[src/hw/rtl/adpm_pkg.sv]
// Shared types and constants for the arcade drive pulse mixer.
package adpm_pkg;

   localparam logic [14:0] DEADZONE_RESET = 15'd3276;
   localparam logic [6:0]  GAIN_RESET     = 7'd35;
   localparam logic [6:0]  GAIN_FULL      = 7'd100;

   localparam int unsigned CSR_INDEX_WIDTH = 2;
   localparam int unsigned CSR_DATA_WIDTH  = 15;
   localparam logic [CSR_INDEX_WIDTH-1:0] CSR_DEADZONE = 2'd0;
   localparam logic [CSR_INDEX_WIDTH-1:0] CSR_GAIN     = 2'd1;

   localparam logic [10:0] PULSE_NEUTRAL = 11'd1500;
   localparam logic [10:0] PULSE_FWD_MIN = 11'd1525;
   localparam logic [10:0] PULSE_FWD_MAX = 11'd2000;
   localparam logic [10:0] PULSE_REV_MIN = 11'd1000;
   localparam logic [11:0] PULSE_MIRROR  = 12'd3000;

   localparam logic [7:0]  FLIP_TOP      = 8'd255;
   localparam logic [23:0] AXIS_ROUND    = 24'd32767;
   localparam int unsigned AXIS_SHIFT    = 15;

   // floor(v/100) for v below 25600: (v * 5243) >> 19
   localparam logic [12:0] RECIP_HUNDRED = 13'd5243;
   localparam int unsigned HUNDRED_SHIFT = 19;

   // floor(t*475/254) for t up to 254: (t * 62749875) >> 25
   localparam logic [25:0] MAP_GAIN  = 26'd62749875;
   localparam int unsigned MAP_SHIFT = 25;

   typedef struct packed {
      logic signed [15:0] stick_x;
      logic signed [15:0] stick_y;
      logic               slow_button;
   } req_type;

   typedef struct packed {
      logic [10:0] front_left_pulse;
      logic [10:0] front_right_pulse;
      logic [10:0] back_left_pulse;
      logic [10:0] back_right_pulse;
      logic        all_neutral;
   } rsp_type;

   typedef struct packed {
      logic signed [8:0] left;
      logic signed [8:0] right;
      logic [6:0]        gain;
   } mix_type;

   typedef struct packed {
      logic s1;
      logic s2;
      logic s3;
      logic s4;
      logic s5;
      logic s6;
   } stage_en_type;

endpackage

[src/hw/rtl/adpm_mix.sv]
// Deadzone, axis scaling, arcade mix and gain selection (stages one and two).
module adpm_mix import adpm_pkg::*; (
   input  logic         clock,
   input  stage_en_type ctl,
   input  req_type      req_data,
   input  logic [14:0]  deadzone,
   input  logic [6:0]   gain_cfg,
   output mix_type      mix
);

   logic signed [16:0] xe, ye, ax, ay;
   logic               in_dz;
   logic signed [15:0] xs, ys;
   logic signed [23:0] xw, yw;
   logic signed [23:0] px_in, py_in, px_ff, py_ff;
   logic               slow_in, slow_ff;

   logic signed [23:0] rx, ry;
   logic signed [8:0]  sx, sy;
   logic signed [9:0]  sum, dif, hsum, hdif;
   mix_type            mix_in, mix_ff;

   always_comb begin
      xe = {req_data.stick_x[15], req_data.stick_x};
      ye = {req_data.stick_y[15], req_data.stick_y};
      ax = xe[16] ? -xe : xe;
      ay = ye[16] ? -ye : ye;
      in_dz = ($unsigned(ax) <= {2'b00, deadzone}) && ($unsigned(ay) <= {2'b00, deadzone});
      xs = in_dz ? 16'sd0 : req_data.stick_x;
      ys = in_dz ? 16'sd0 : req_data.stick_y;
      xw = {{8{xs[15]}}, xs};
      yw = {{8{ys[15]}}, ys};
      px_in = (xw <<< 8) - xw;
      py_in = (yw <<< 8) - yw;
      slow_in = req_data.slow_button;
   end

   always_ff @(posedge clock) begin
      if (ctl.s1) begin
         px_ff   <= px_in;
         py_ff   <= py_in;
         slow_ff <= slow_in;
      end
   end

   always_comb begin
      rx = px_ff[23] ? px_ff + $signed(AXIS_ROUND) : px_ff;
      ry = py_ff[23] ? py_ff + $signed(AXIS_ROUND) : py_ff;
      sx = 9'(rx >>> AXIS_SHIFT);
      sy = 9'(ry >>> AXIS_SHIFT);
      sum = {sy[8], sy} + {sx[8], sx};
      dif = {sy[8], sy} - {sx[8], sx};
      hsum = (sum + {9'd0, sum[9]}) >>> 1;
      hdif = (dif + {9'd0, dif[9]}) >>> 1;
      mix_in.left  = hsum[8:0];
      mix_in.right = hdif[8:0];
      if (!slow_ff) begin
         mix_in.gain = GAIN_FULL;
      end else if (gain_cfg > GAIN_FULL) begin
         mix_in.gain = GAIN_FULL;
      end else begin
         mix_in.gain = gain_cfg;
      end
   end

   always_ff @(posedge clock) begin
      if (ctl.s2) begin
         mix_ff <= mix_in;
      end
   end

   assign mix = mix_ff;

endmodule

[src/hw/rtl/adpm_pulse.sv]
// Gain, divide by one hundred and pulse mapping of one drive side (stages three to five).
module adpm_pulse import adpm_pkg::*; (
   input  logic              clock,
   input  stage_en_type      ctl,
   input  logic signed [8:0] value,
   input  logic [6:0]        gain,
   output logic [10:0]       pulse
);

   logic [8:0]  mag9;
   logic [14:0] prod_in, prod_ff;
   logic        neg3_in, neg3_ff;

   logic [27:0] qp;
   logic [7:0]  q;
   logic [7:0]  t_in, t_ff;
   logic        neg4_ff, zero_in, zero4_ff;

   logic [33:0] m_in, m_ff;
   logic        neg5_ff, zero5_ff;
   logic [10:0] off;

   always_comb begin
      neg3_in = value[8];
      mag9    = neg3_in ? 9'(-value) : 9'(value);
      prod_in = 15'({7'd0, mag9[7:0]} * {8'd0, gain});
   end

   always_ff @(posedge clock) begin
      if (ctl.s3) begin
         prod_ff <= prod_in;
         neg3_ff <= neg3_in;
      end
   end

   always_comb begin
      qp      = 28'(prod_ff) * 28'(RECIP_HUNDRED);
      q       = qp[HUNDRED_SHIFT+7:HUNDRED_SHIFT];
      zero_in = (q == 8'd0);
      t_in    = neg3_ff ? FLIP_TOP - q : q - 8'd1;
   end

   always_ff @(posedge clock) begin
      if (ctl.s4) begin
         t_ff     <= t_in;
         neg4_ff  <= neg3_ff;
         zero4_ff <= zero_in;
      end
   end

   assign m_in = 34'(t_ff) * 34'(MAP_GAIN);

   always_ff @(posedge clock) begin
      if (ctl.s5) begin
         m_ff     <= m_in;
         neg5_ff  <= neg4_ff;
         zero5_ff <= zero4_ff;
      end
   end

   always_comb begin
      off = {2'b00, m_ff[MAP_SHIFT+8:MAP_SHIFT]};
      if (zero5_ff) begin
         pulse = PULSE_NEUTRAL;
      end else if (neg5_ff) begin
         pulse = PULSE_REV_MIN + off;
      end else begin
         pulse = PULSE_FWD_MIN + off;
      end
   end

endmodule

[src/hw/rtl/arcade_drive_pulse_mixer_core.sv]
// Top level of the arcade drive pulse mixer: handshake, configuration and output stage.
//
// Each joystick sample runs through a six-stage pipeline (deadzone and scale,
// mix, gain, divide by one hundred, pulse multiply, output register) and its
// four pulse widths leave from the output register. One sample is taken every
// cycle while req_stall is low; rsp_stall holds the output register and the
// stages behind it fill in turn, and req_stall rises only when every stage holds a sample.
// Configuration writes are always ready and take effect on following samples.
module arcade_drive_pulse_mixer_core import adpm_pkg::*; (
   input  logic                       clock,
   input  logic                       reset,
   input  logic                       req_valid,
   output logic                       req_stall,
   input  req_type                    req_data,
   output logic                       rsp_valid,
   input  logic                       rsp_stall,
   output rsp_type                    rsp_data,
   input  logic                       csr_valid,
   output logic                       csr_ready,
   input  logic [CSR_INDEX_WIDTH-1:0] csr_index,
   input  logic [CSR_DATA_WIDTH-1:0]  csr_data
);

   logic [14:0]  deadzone_ff, deadzone_in;
   logic [6:0]   gain_ff, gain_in;
   logic [6:1]   valid_ff, valid_in;
   logic [6:1]   adv;
   stage_en_type ctl;
   mix_type      mix;
   logic [10:0]  pulse_left, pulse_right, pr;
   logic [11:0]  pr_wide;
   rsp_type      rsp_in, rsp_ff;

   assign csr_ready = 1'b1;

   always_comb begin
      deadzone_in = deadzone_ff;
      gain_in     = gain_ff;
      if (csr_valid && csr_ready) begin
         case (csr_index)
            CSR_DEADZONE: deadzone_in = csr_data[14:0];
            CSR_GAIN:     gain_in     = csr_data[6:0];
            default:      ;
         endcase
      end
   end

   always_ff @(posedge clock) begin
      if (reset) begin
         deadzone_ff <= DEADZONE_RESET;
         gain_ff     <= GAIN_RESET;
      end else begin
         deadzone_ff <= deadzone_in;
         gain_ff     <= gain_in;
      end
   end

   always_comb begin
      adv[6] = !valid_ff[6] || !rsp_stall;
      for (int k = 5; k >= 1; k--) begin
         adv[k] = !valid_ff[k] || adv[k+1];
      end
      valid_in[1] = adv[1] ? req_valid : valid_ff[1];
      for (int k = 2; k <= 6; k++) begin
         valid_in[k] = adv[k] ? valid_ff[k-1] : valid_ff[k];
      end
      ctl.s1 = adv[1];
      ctl.s2 = adv[2];
      ctl.s3 = adv[3];
      ctl.s4 = adv[4];
      ctl.s5 = adv[5];
      ctl.s6 = adv[6];
   end

   always_ff @(posedge clock) begin
      if (reset) begin
         valid_ff <= '0;
      end else begin
         valid_ff <= valid_in;
      end
   end

   assign req_stall = !adv[1];

   adpm_mix u_mix (
      .clock    (clock),
      .ctl      (ctl),
      .req_data (req_data),
      .deadzone (deadzone_ff),
      .gain_cfg (gain_ff),
      .mix      (mix)
   );

   adpm_pulse u_left (
      .clock (clock),
      .ctl   (ctl),
      .value (mix.left),
      .gain  (mix.gain),
      .pulse (pulse_left)
   );

   adpm_pulse u_right (
      .clock (clock),
      .ctl   (ctl),
      .value (mix.right),
      .gain  (mix.gain),
      .pulse (pulse_right)
   );

   always_comb begin
      pr_wide = PULSE_MIRROR - {1'b0, pulse_right};
      pr      = pr_wide[10:0];
      rsp_in.front_left_pulse  = pulse_left;
      rsp_in.front_right_pulse = pr;
      rsp_in.back_left_pulse   = pulse_left;
      rsp_in.back_right_pulse  = pr;
      rsp_in.all_neutral       = (pulse_left == PULSE_NEUTRAL) && (pr == PULSE_NEUTRAL);
   end

   always_ff @(posedge clock) begin
      if (ctl.s6) begin
         rsp_ff <= rsp_in;
      end
   end

   assign rsp_valid = valid_ff[6];
   assign rsp_data  = rsp_ff;

   a_stall_only_full: assert property (@(posedge clock) disable iff (reset)
      req_stall |-> (valid_ff == 6'b111111))
      else $error("input stalled with a free pipeline stage");

   a_neutral_flag: assert property (@(posedge clock) disable iff (reset)
      rsp_valid |-> (rsp_data.all_neutral ==
         ((rsp_data.front_left_pulse == PULSE_NEUTRAL) &&
          (rsp_data.front_right_pulse == PULSE_NEUTRAL))))
      else $error("neutral flag disagrees with pulses");

   a_left_range: assert property (@(posedge clock) disable iff (reset)
      rsp_valid |-> (rsp_data.front_left_pulse >= PULSE_REV_MIN) &&
                    (rsp_data.front_left_pulse <= PULSE_FWD_MAX))
      else $error("left pulse out of range");

   a_right_range: assert property (@(posedge clock) disable iff (reset)
      rsp_valid |-> (rsp_data.front_right_pulse >= PULSE_REV_MIN) &&
                    (rsp_data.front_right_pulse <= PULSE_FWD_MAX))
      else $error("right pulse out of range");

endmodule
[config.mk]
export PLATFORM = sky130hd
export DESIGN_NAME = arcade_drive_pulse_mixer_core
export DESIGN_NICKNAME = d
export VERILOG_FILES = /design/src/hw/rtl/adpm_pkg.sv /design/src/hw/rtl/adpm_mix.sv /design/src/hw/rtl/adpm_pulse.sv /design/src/hw/rtl/arcade_drive_pulse_mixer_core.sv
export SDC_FILE = /design/constraint.sdc
export NUM_CORES = 1
export LEC_CHECK = 0
export ABC_AREA = 1
export BUFFER_PORTS_ARGS = -buffer_cell sky130_fd_sc_hd__buf_2
export CAP_MARGIN = 10
export CORE_AREA = 5 5 275 277
export CTS_CLUSTER_SIZE = 14
export DETAILED_ROUTE_END_ITERATION = 10
export DIE_AREA = 0 0 280 282
export GPL_ROUTABILITY_DRIVEN = 0
export HOLD_SLACK_MARGIN = 0.12
export PLACE_DENSITY = 0.7
export SLEW_MARGIN = 40
export SYNTH_ARGS = -nofsm -noshare
export SYNTH_HDL_FRONTEND = slang
export SYNTH_HIERARCHICAL = 1
export SYNTH_SLANG_ARGS = --single-unit
export TNS_END_PERCENT = 10
[constraint.sdc]
create_clock -name clock -period 6.33 [get_ports clock]
set_input_delay 1.5825 -clock clock [delete_from_list [all_inputs] [get_ports clock]]
set_output_delay 1.5825 -clock clock [all_outputs]
set_load 0.02 [all_outputs]
==> metrics.md, run 1 <==
| Metric | Value |
|---|---|
| Top library cells by usage in the layout, fill and taps aside | sky130_fd_sc_hd__inv_1 (962), sky130_fd_sc_hd__nand2_1 (753), sky130_fd_sc_hd__ha_1 (499) |
| Detailed router's first-iteration violation count | 1541 |
| Overall fraction of global-route tracks in use | 18.72% |
| Slowest cell delay on critical path | 0.32 ns |
| Antenna viol nets, final | 0 |
| Hold_buf cts | 0 |
| Most used flip-flop cell after synthesis | sky130_fd_sc_hd__edfxtp_1 |
| Critical-path cell with the highest stage delay | sky130_fd_sc_hd__ha_1 |
| Type of element launching the critical path | input port |
| Fraction of final layout cells with drive strength greater than 1 | 6.849% |
| Vias | 25454 |
| Wire per inst | 14.16 microns |
| Standard cell core area | 72590 sq um |
| Max-cap violations | 0 |
| Initial cell density of the core | 44.60% |
| Buffering stage count on the worst path with inverters included | 9 |
| Count of warnings emitted by yosys | 6 |
| Total negative slack for setup checks | 0 ns |
| Synth-to-Final Area Change | 6.581% |
| Simple-Gate Fraction of Synth Area | 18.82% |
| Hold Path Class | reg -> reg |
| Critical path data required time | 6.57 ns |
| Synth top area cells | sky130_fd_sc_hd__fa_1 (20%), sky130_fd_sc_hd__ha_1 (19%), sky130_fd_sc_hd__edfxtp_1 (16%) |
| Number of buffers added on ports | 101 |
| Post-synthesis compound-gate area fraction | 7.636% |
| Register bit total from synthesis | 199 |
| Maximum clock frequency | 0.1733 GHz |
| Number of antenna violations at the first check in global routing | 1 |
| Root buffer cell | sky130_fd_sc_hd__clkbuf_16 |
| Register clock-pin slew on the reported worst setup and hold paths | 0.08 ns |
| Number of clock sinks seen by CTS | 199 |
| Count of buffers added by post-CTS timing repair for setup | 0 |
| Critical path capture point type | flop |
| Largest family of logic cells by synthesized area | adder cells |
| Sequential cell area fraction in the yosys report | 17.59% |
| Width of the die | 280 microns |
| Worst Max-Slew Pin Slew | 0.8386 ns |
| Clock tree from TritonCTS | done |
| Clock Latency Late Sink | 0.49 ns |
| Via count of the first global-routing pass | 25216 |
| Clock buffers created by TritonCTS | 17 |
| Post-synthesis share of cell area spent on xor and xnor gates | 3.973% |
| Post-synthesis mux area share | 0% |
| Number of nets in the final layout | 5003 |
| Normalized max-slew margin | 42.65% |
| Drt pass-1 iters | 7 |
| Time the worst path needs with I/O delays and setup | 5.769 ns |
| Mapped Avg Cell Area | 8.034 sq um |
| Number of library cell types mapped by synthesis | 62 |
| Setup repair after global routing missed its margin | no |
| Pin count of the biggest net entering global routing | 50 |
| Top-area cell type share of the netlist area | 20.41% |
| Most frequent standard cell in the layout excluding fill and tap cells | sky130_fd_sc_hd__inv_1 |
| CP delay by family, top | simple AND/OR/NAND/NOR gates |
| Outcome | finished, final reports clean |
| Final wirelength | 72.13 mm |
| Crit-path max FO | 10 |
| CTS resizes | 0 |
| Global-route wire length before repair | 122.1 mm |
| Adder and majority cell fraction of the synthesized area | 39.69% |
| Category of the most critical setup path | in -> reg |
| Final-report hold violation count | 0 |
| FP Rows | 99 |
| DRC violations left | 0 |
| Die Outline Area | 78960 sq um |
| Count of flip-flops with a built-in enable after synthesis | 171 |
| Height of the die | 282 microns |
| Fraction of the cycle the final worst path needs | 91.14% |
| Number of primary I/O pins | 103 |
| Routed vias/inst | 4.999 |
| Mapped Nets | 4914 |
| Share of flip-flops with an asynchronous set or reset | 0% |
| Gate count of the mapped netlist | 4030 |
| Overflow left after global routing | 0 |
| Final slew viol count | 0 |
| DPL Wire Length | 63.07 mm |
| Clock buffer depth | 2 |
| Final Setup Violations | 0 |
| Combined area of all synthesized cells | 32380 sq um |
| Cell type with the highest aggregate area in the netlist | sky130_fd_sc_hd__fa_1 |
| Critical path arrival | 6.01 ns |
| H-Tree Level Count | 4 |
| Maximum clock skew at final layout | 0.01698 ns |
==> layer usage <==
layer  vias to the layer above  routed length, microns  GRT usage, %  part of all wire (%)
li1                      12817                       -             -                     -
met1                     11940                   32700         24.94                    45
met2                       577                   33930         31.79                    47
met3                       120                    3480         2.766                   4.8
met4                         0                    2020         5.690                   2.8
met5                         -                       0             0                     0
==> final cells by class <==
cell class / instances / area [sq um]
diodes: 1 / 2.502
clock buffers: 18 / 429.2
clock inverters: 14 / 153.9
fillers: 7109 / 38080
inverters: 980 / 3679
multi-input cells: 2806 / 22720
flip-flops and latches: 199 / 5695
well taps: 959 / 1200
repair buffers: 115 / 623.1
==> metrics by stage <==
stage / cells / utilization, % / hold WS (ns) / area [sq um] / setup slack [ns]
2_1_floorplan: 4030 / - / 0.4003 / 32380 / 0.4854
3_3_place_gp: 5059 / 46.71 / 0.4021 / 33900 / 0.2112
3_5_place_dp: 5059 / 46.71 / 0.4045 / 33910 / 0.05382
4_1_cts: 5091 / 47.51 / 0.4220 / 34490 / 0.5880
5_1_grt: 5092 / 47.54 / 0.4306 / 34510 / 0.04120
6_report: 5092 / 47.54 / 0.4206 / 34510 / 0.5606
==> synth_stat cells, types with 28 or more instances <==
cell,n
sky130_fd_sc_hd__inv_1,964
sky130_fd_sc_hd__a21oi_1,184
sky130_fd_sc_hd__nand3_1,118
sky130_fd_sc_hd__xor2_1,118
sky130_fd_sc_hd__o21ai_0,102
sky130_fd_sc_hd__nand2_1,755
sky130_fd_sc_hd__nor2_1,330
sky130_fd_sc_hd__edfxtp_1,171
sky130_fd_sc_hd__fa_1,330
sky130_fd_sc_hd__dfxtp_1,28
sky130_fd_sc_hd__ha_1,499
sky130_fd_sc_hd__nand2_2,29
sky130_fd_sc_hd__nand4_1,46
sky130_fd_sc_hd__nor3_1,38
==> final timing paths <==
path / from / to / slack [ns] / depth (start not counted)
setup / recovery: req_data[18] / u_mix/py_ff[21]$_DFFE_PP_ / 0.56 / 34
hold / removal: u_left/neg4_ff$_DFFE_PP_ / u_left/neg5_ff$_DFFE_PP_ / 0.42 / 0
setup reg to reg: u_mix/mix[7]$_DFFE_PP_ / u_right/prod_ff[13]$_DFFE_PP_ / 0.65 / 24
hold reg to reg: u_left/neg4_ff$_DFFE_PP_ / u_left/neg5_ff$_DFFE_PP_ / 0.42 / 0
==> worst register-to-register path, stage by stage, from the launching register on <==
cell                       delay [ns]
sky130_fd_sc_hd__edfxtp_1        0.53
sky130_fd_sc_hd__inv_1           0.10
sky130_fd_sc_hd__ha_1            0.17
sky130_fd_sc_hd__inv_1           0.04
sky130_fd_sc_hd__nor2_1          0.16
sky130_fd_sc_hd__inv_1           0.09
sky130_fd_sc_hd__o21ai_0         0.19
sky130_fd_sc_hd__xor2_1          0.55
sky130_fd_sc_hd__inv_1           0.10
sky130_fd_sc_hd__nor2_1          0.17
sky130_fd_sc_hd__fa_1            0.44
sky130_fd_sc_hd__inv_1           0.09
sky130_fd_sc_hd__fa_1            0.40
sky130_fd_sc_hd__fa_1            0.50
sky130_fd_sc_hd__inv_1           0.05
sky130_fd_sc_hd__fa_1            0.43
sky130_fd_sc_hd__ha_1            0.35
sky130_fd_sc_hd__a21oi_1         0.16
sky130_fd_sc_hd__o21ai_0         0.08
sky130_fd_sc_hd__a21oi_1         0.25
sky130_fd_sc_hd__o21ai_0         0.19
sky130_fd_sc_hd__a21oi_1         0.17
sky130_fd_sc_hd__nor2_1          0.06
sky130_fd_sc_hd__nor2_1          0.12
sky130_fd_sc_hd__xnor2_1         0.07
==> state kept, by name, summed over array words and instances, names as in the netlist, 6 cells and up <==
name,count
u_mix/px_ff,24
valid_ff,6
u_right/prod_ff,15
u_right/t_ff,8
u_right/m_ff,9
deadzone_ff,15
rsp_data,23
u_left/prod_ff,15
u_mix/mix,25
u_left/t_ff,8
gain_ff,7
u_left/m_ff,9
u_mix/py_ff,24
==> cells by family (layout without fill, tap and decap cells) <==
group | Yosys count | count (layout)
AND/OR/NAND/NOR | 1411 | 1411
buffers and inverters | 1025 | 1127
XOR/XNOR | 146 | 146
adder cells (fa/ha/maj) | 829 | 829
other | 1 | 2
AO/OA/AOI/OAI | 419 | 419
flip-flops | 199 | 199
Power of run 1 is not shown: default switching activity piles up to over one toggle a cycle in this logic, so the estimate is an artifact.
==> run 2: changes to the inputs <==
CORE_AREA = 5 5 327 233   (was 5 5 275 277)
DIE_AREA = 0 0 332 238   (was 0 0 280 282)
PLACE_DENSITY = 0.71   (was 0.7)
==> run 2 against run 1 <==
Against the previous run: maximum frequency grew 0.20%; sequential cell count is the same; die area is essentially flat; clock skew grew 0.0017 ns; cell count grew 0.47%; sequential share of layout area is essentially flat; first-iteration DRC count grew 24%; via count grew 0.49%; core utilization grew 0.12 points; non-clock buffer count grew 6; largest cell class unchanged.
==> metrics.md, run 2 (synthesis results as in run 1) <==
| Metric | Value |
|---|---|
| Outcome | finished, final reports clean |
| Final Setup Violations | 0 |
| Crit-path max FO | 11 |
| Critical path arrival | 6.02 ns |
| Hold_buf cts | 0 |
| Initial cell density of the core | 44.60% |
| FP Rows | 83 |
| Most frequent standard cell in the layout excluding fill and tap cells | sky130_fd_sc_hd__inv_1 |
| Number of clock sinks seen by CTS | 199 |
| Maximum clock frequency | 0.1737 GHz |
| Routed vias/inst | 5.000 |
| Number of buffers added on ports | 101 |
| Total negative slack for setup checks | 0 ns |
| Standard cell core area | 72590 sq um |
| Final wirelength | 74.62 mm |
| CTS resizes | 0 |
| DRC violations left | 0 |
| Antenna viol nets, final | 0 |
| Slowest cell delay on critical path | 0.36 ns |
| Worst Max-Slew Pin Slew | 0.6650 ns |
| Number of nets in the final layout | 5009 |
| Clock buffers created by TritonCTS | 17 |
| Top library cells by usage in the layout, fill and taps aside | sky130_fd_sc_hd__inv_1 (962), sky130_fd_sc_hd__nand2_1 (754), sky130_fd_sc_hd__ha_1 (499) |
| Clock buffer depth | 2 |
| Critical path capture point type | flop |
| Overall fraction of global-route tracks in use | 19.10% |
| Buffering stage count on the worst path with inverters included | 8 |
| Vias | 25579 |
| Final slew viol count | 0 |
| Fraction of final layout cells with drive strength greater than 1 | 6.960% |
| Register clock-pin slew on the reported worst setup and hold paths | 0.09 ns |
| Detailed router's first-iteration violation count | 1909 |
| CP delay by family, top | compound AO/OA/AOI/OAI gates |
| Flip-flop count of the largest register, all copies and words added | 25 |
| Clock tree from TritonCTS | done |
| Die Outline Area | 79020 sq um |
| Count of buffers added by post-CTS timing repair for setup | 0 |
| DPL Wire Length | 64.34 mm |
| Height of the die | 238 microns |
| Wire per inst | 14.59 microns |
| Number of primary I/O pins | 103 |
| Type of element launching the critical path | input port |
| Drt pass-1 iters | 6 |
| Worst hold slack | 0.4164 ns |
| H-Tree Level Count | 4 |
| Critical-path cell with the highest stage delay | sky130_fd_sc_hd__ha_1 |
| Time the worst path needs with I/O delays and setup | 5.758 ns |
| Normalized max-slew margin | 55.67% |
| Max-cap violations | 0 |
| Via count of the first global-routing pass | 25030 |
| Overflow left after global routing | 0 |
| Hold Path Class | reg -> reg |
| Final-report hold violation count | 0 |
| Category of the most critical setup path | in -> reg |
| Pin count of the biggest net entering global routing | 50 |
| Clock Latency Late Sink | 0.49 ns |
| Fraction of the cycle the final worst path needs | 90.96% |
| Global-route wire length before repair | 125.6 mm |
| Critical path data required time | 6.59 ns |
| Width of the die | 332 microns |
| Setup repair after global routing missed its margin | no |
| Maximum clock skew at final layout | 0.01864 ns |
| Synth-to-Final Area Change | 6.848% |
| Worst setup slack for register-to-register paths | 0.72 ns |
| Number of antenna violations at the first check in global routing | 2 |
| Root buffer cell | sky130_fd_sc_hd__clkbuf_16 |
[run 2: changes by cell type in the layout (fill, tap and decap cells not counted), moves of 2 or more]
| cell | delta |
|---|---|
| sky130_fd_sc_hd__inv_12 | +4 |
| sky130_fd_sc_hd__nor3_2 | +2 |
| sky130_fd_sc_hd__buf_4 | +6 |
| sky130_fd_sc_hd__clkinv_4 | -2 |
| sky130_fd_sc_hd__nor3_1 | -2 |
[run 2: path summary, 6_finish.rpt]
path,cells after the start,end,startpoint
worst max-delay path,33,u_mix/py_ff[21]$_DFFE_PP_,req_data[18]
worst min-delay path,0,u_right/neg5_ff$_DFFE_PP_,u_right/neg4_ff$_DFFE_PP_
worst max register to register,22,u_right/prod_ff[13]$_DFFE_PP_,u_mix/mix[7]$_DFFE_PP_
worst min register to register,0,u_right/neg5_ff$_DFFE_PP_,u_right/neg4_ff$_DFFE_PP_
[run 2: per-stage QoR]
| stage | std cells | worst slack [ns] | instance area [sq um] | util [%] |
|---|---|---|---|---|
| 2_1_floorplan | 4030 | 0.4854 | 32380 | - |
| 3_3_place_gp | 5083 | 0.1437 | 33970 | 46.80 |
| 3_5_place_dp | 5083 | 0.08189 | 33970 | 46.80 |
| 4_1_cts | 5115 | 0.5838 | 34580 | 47.63 |
| 5_1_grt | 5116 | 0.05575 | 34590 | 47.65 |
| 6_report | 5116 | 0.5720 | 34590 | 47.65 |
[run 2: layout make-up]
class / instances / area [sq um]
fillers: 6943 / 38000
multi-input cells: 2806 / 22720
flip-flops and latches: 199 / 5695
inverters: 980 / 3679
well taps: 977 / 1222
repair buffers: 121 / 668.1
clock buffers: 17 / 425.4
clock inverters: 15 / 181.4
diodes: 1 / 2.502
[run 2: worst reg2reg max path: stages, from the launching register on]
cell,delay (ns)
sky130_fd_sc_hd__edfxtp_1,0.53
sky130_fd_sc_hd__inv_1,0.10
sky130_fd_sc_hd__ha_1,0.16
sky130_fd_sc_hd__inv_1,0.04
sky130_fd_sc_hd__nor2_1,0.15
sky130_fd_sc_hd__inv_1,0.07
sky130_fd_sc_hd__o21ai_0,0.19
sky130_fd_sc_hd__xor2_1,0.54
sky130_fd_sc_hd__nand2_1,0.14
sky130_fd_sc_hd__fa_1,0.51
sky130_fd_sc_hd__fa_1,0.55
sky130_fd_sc_hd__inv_1,0.05
sky130_fd_sc_hd__fa_1,0.50
sky130_fd_sc_hd__fa_1,0.42
sky130_fd_sc_hd__ha_1,0.36
sky130_fd_sc_hd__nand2_1,0.08
sky130_fd_sc_hd__o21ai_0,0.16
sky130_fd_sc_hd__a21oi_1,0.09
sky130_fd_sc_hd__o21ai_0,0.32
sky130_fd_sc_hd__a21oi_1,0.11
sky130_fd_sc_hd__nor2_1,0.11
sky130_fd_sc_hd__nor2_1,0.06
sky130_fd_sc_hd__xnor2_1,0.12
[run 2: per-layer routing]
| layer | part of all wire, % | global-route usage, % | vias to the layer above |
|---|---|---|---|
| li1 | - | - | 12816 |
| met1 | 50 | 29.66 | 11890 |
| met2 | 41 | 28.03 | 817 |
| met3 | 7.8 | 3.808 | 54 |
| met4 | 1.1 | 2.859 | 2 |
| met5 | 0.015 | 0 | - |
Power of run 2 is left out for the same reason.
==> run 3: changes to the inputs <==
--- a/config.mk
+++ b/config.mk
@@ -10,9 +10,9 @@
 export CAP_MARGIN = 10
-export CORE_AREA = 5 5 327 233
+export CORE_AREA = 5 5 437 310
 export CTS_CLUSTER_SIZE = 14
 export DETAILED_ROUTE_END_ITERATION = 10
-export DIE_AREA = 0 0 332 238
+export DIE_AREA = 0 0 442 315
 export GPL_ROUTABILITY_DRIVEN = 0
 export HOLD_SLACK_MARGIN = 0.12
-export PLACE_DENSITY = 0.71
+export PLACE_DENSITY = 0.49
 export SLEW_MARGIN = 40
--- a/constraint.sdc
+++ b/constraint.sdc
@@ -3,2 +3,2 @@
 set_output_delay 1.5825 -clock clock [all_outputs]
-set_load 0.02 [all_outputs]
+set_load 0.005 [all_outputs]
==> run 3 against run 2 <==
Against the previous run: sequential share of layout area fell by 0.47 points; critical path type unchanged; first-iteration DRC count is 23% lower; highest routed layer is now met4; final area grew 2.9%; critical path depth grew 4; maximum frequency shrank 0.56%; clock-buffer cell count unchanged; core utilization decreased by 20 points; clock skew is 0.0093 ns higher; die area increased by 76%; via count fell by 1.6%; global-route usage is 6.9 points lower; critical endpoint is now u_mix/px_ff[20]$_DFFE_PP_; sequential cell count unchanged.
==> metrics.md, run 3 (synthesis results as in run 1) <==
| Metric | Value |
|---|---|
| Top library cells by usage in the layout, fill and taps aside | sky130_fd_sc_hd__inv_1 (961), sky130_fd_sc_hd__nand2_1 (754), sky130_fd_sc_hd__ha_1 (499) |
| Drt pass-1 iters | 5 |
| Max-cap violations | 0 |
| Number of cells on the worst reg-to-reg path | 24 |
| Final Setup Violations | 0 |
| Vias | 25172 |
| Maximum clock frequency | 0.1727 GHz |
| Worst hold stages | 0 |
| Initial cell density of the core | 24.83% |
| Fraction of final layout cells with drive strength greater than 1 | 7.139% |
| Final wirelength | 83.12 mm |
| Register clock-pin slew on the reported worst setup and hold paths | 0.08 ns |
| Root buffer cell | sky130_fd_sc_hd__clkbuf_16 |
| Critical-path cell with the highest stage delay | sky130_fd_sc_hd__ha_1 |
| Number of clock sinks seen by CTS | 199 |
| Normalized max-slew margin | 49.50% |
| Die Outline Area | 139200 sq um |
| Critical path data required time | 6.60 ns |
| Number of nets in the final layout | 5017 |
| H-Tree Level Count | 4 |
| Most frequent standard cell in the layout excluding fill and tap cells | sky130_fd_sc_hd__inv_1 |
| Category of the most critical setup path | in -> reg |
| Multi-input logic area | 22720 sq um |
| Overflow left after global routing | 0 |
| CP delay by family, top | simple AND/OR/NAND/NOR gates |
| Worst setup slack for register-to-register paths | 0.69 ns |
| FP Rows | 111 |
| Total negative slack for setup checks | 0 ns |
| Via count of the first global-routing pass | 25045 |
| Worst Max-Slew Pin Slew | 0.7495 ns |
| Crit path launch | req_data[1] |
| Routed vias/inst | 4.268 |
| Number of buffers added on ports | 101 |
| Maximum clock skew at final layout | 0.02793 ns |
| DRC violations left | 0 |
| Pin count of the biggest net entering global routing | 50 |
| Terminus of the critical flop-to-flop path | u_right/prod_ff[13]$_DFFE_PP_ |
| Number of antenna violations at the first check in global routing | 6 |
| Crit-path max FO | 14 |
| Clock buffers created by TritonCTS | 17 |
| Slowest cell delay on critical path | 0.31 ns |
| Clock buffer depth | 2 |
| Height of the die | 315 microns |
| Outcome | finished, final reports clean |
| Wire per inst | 14.09 microns |
| Width of the die | 442 microns |
| Destination of the worst hold path | u_right/zero5_ff$_DFFE_PP_ |
| Critical path arrival | 6.06 ns |
| Flip-flop and latch area | 5695 sq um |
| Buffering stage count on the worst path with inverters included | 9 |
| Flip-flop count of the largest register, all copies and words added | 25 |
| Count of buffers added by post-CTS timing repair for setup | 0 |
| Core Util, Final | 27.30% |
| CTS resizes | 0 |
| Hold Path Class | reg -> reg |
| DPL Wire Length | 72.93 mm |
| Fillcell total | 14062 |
| Number of primary I/O pins | 103 |
| Start point of the worst min-delay path | u_right/zero4_ff$_DFFE_PP_ |
| Final slew viol count | 0 |
| Standard cell core area | 130400 sq um |
| Global-route wire length before repair | 137.1 mm |
| Setup repair after global routing missed its margin | no |
| Antenna viol nets, final | 0 |
| Clock Latency Late Sink | 0.53 ns |
| Critical path capture point type | flop |
| Fraction of the cycle the final worst path needs | 91.48% |
| Type of element launching the critical path | input port |
| Launch point of the worst reg-to-reg path | u_mix/mix[7]$_DFFE_PP_ |
| Overall fraction of global-route tracks in use | 12.24% |
| Final-report hold violation count | 0 |
| Hold_buf cts | 0 |
| Detailed router's first-iteration violation count | 1475 |
| Synth-to-Final Area Change | 9.967% |
| Time the worst path needs with I/O delays and setup | 5.791 ns |
| Clock tree from TritonCTS | done |
==> run 3: changes by cell type in the layout (fill, tap and decap cells not counted), sizes merged <==
cell / change
buf: +8
inv: -6
clkinv: +3
clkinvlp: +2
bufinv: +1
==> run 3: worst max path at each step <==
stage | to | slack (ns) | depth (start not counted)
after floorplan | u_mix/px_ff[20]$_DFFE_PP_ | 0.49 | 37
after global placement | u_mix/py_ff[21]$_DFFE_PP_ | 0.12 | 33
after detailed placement | u_mix/py_ff[21]$_DFFE_PP_ | 0.07 | 31
after CTS | u_right/prod_ff[13]$_DFFE_PP_ | 0.61 | 24
after global routing | u_mix/px_ff[20]$_DFFE_PP_ | 0.01 | 37
final | u_mix/px_ff[20]$_DFFE_PP_ | 0.54 | 37
==> run 3: metal layers <==
| metal | global-route usage (%) | part of all wire, % | wire [microns] | vias up |
|---|---|---|---|---|
| met2 | 16.66 | 37 | 30940 | 555 |
| met4 | 1.637 | 0.76 | 631 | 0 |
| met3 | 2.761 | 6.4 | 5309 | 43 |
| li1 | - | - | - | 12833 |
| met5 | 0 | 0 | 0 | - |
| met1 | 19.63 | 56 | 46230 | 11741 |
==> run 3: final cells by class <==
| cell class | instances | share of cell area, % |
|---|---|---|
| multi-input cells | 2806 | 63.81 |
| flip-flops and latches | 199 | 16.00 |
| inverters | 980 | 10.33 |
| well taps | 1751 | 6.154 |
| repair buffers | 129 | 2.045 |
| clock buffers | 17 | 1.195 |
| clock inverters | 15 | 0.4604 |
| diodes | 1 | 0.007029 |
==> run 3: metrics by stage <==
step / hold slack [ns] / area, sq um / setup slack [ns] / std cells
2_1_floorplan: 0.4003 / 32380 / 0.4854 / 4030
3_5_place_dp: 0.4304 / 35000 / 0.06963 / 5865
4_1_cts: 0.4535 / 35590 / 0.6125 / 5897
5_1_grt: 0.4647 / 35600 / 0.01117 / 5898
3_3_place_gp: 0.4010 / 35000 / 0.1211 / 5865
6_report: 0.4441 / 35600 / 0.5394 / 5898
Power of run 3 is left out for the same reason.
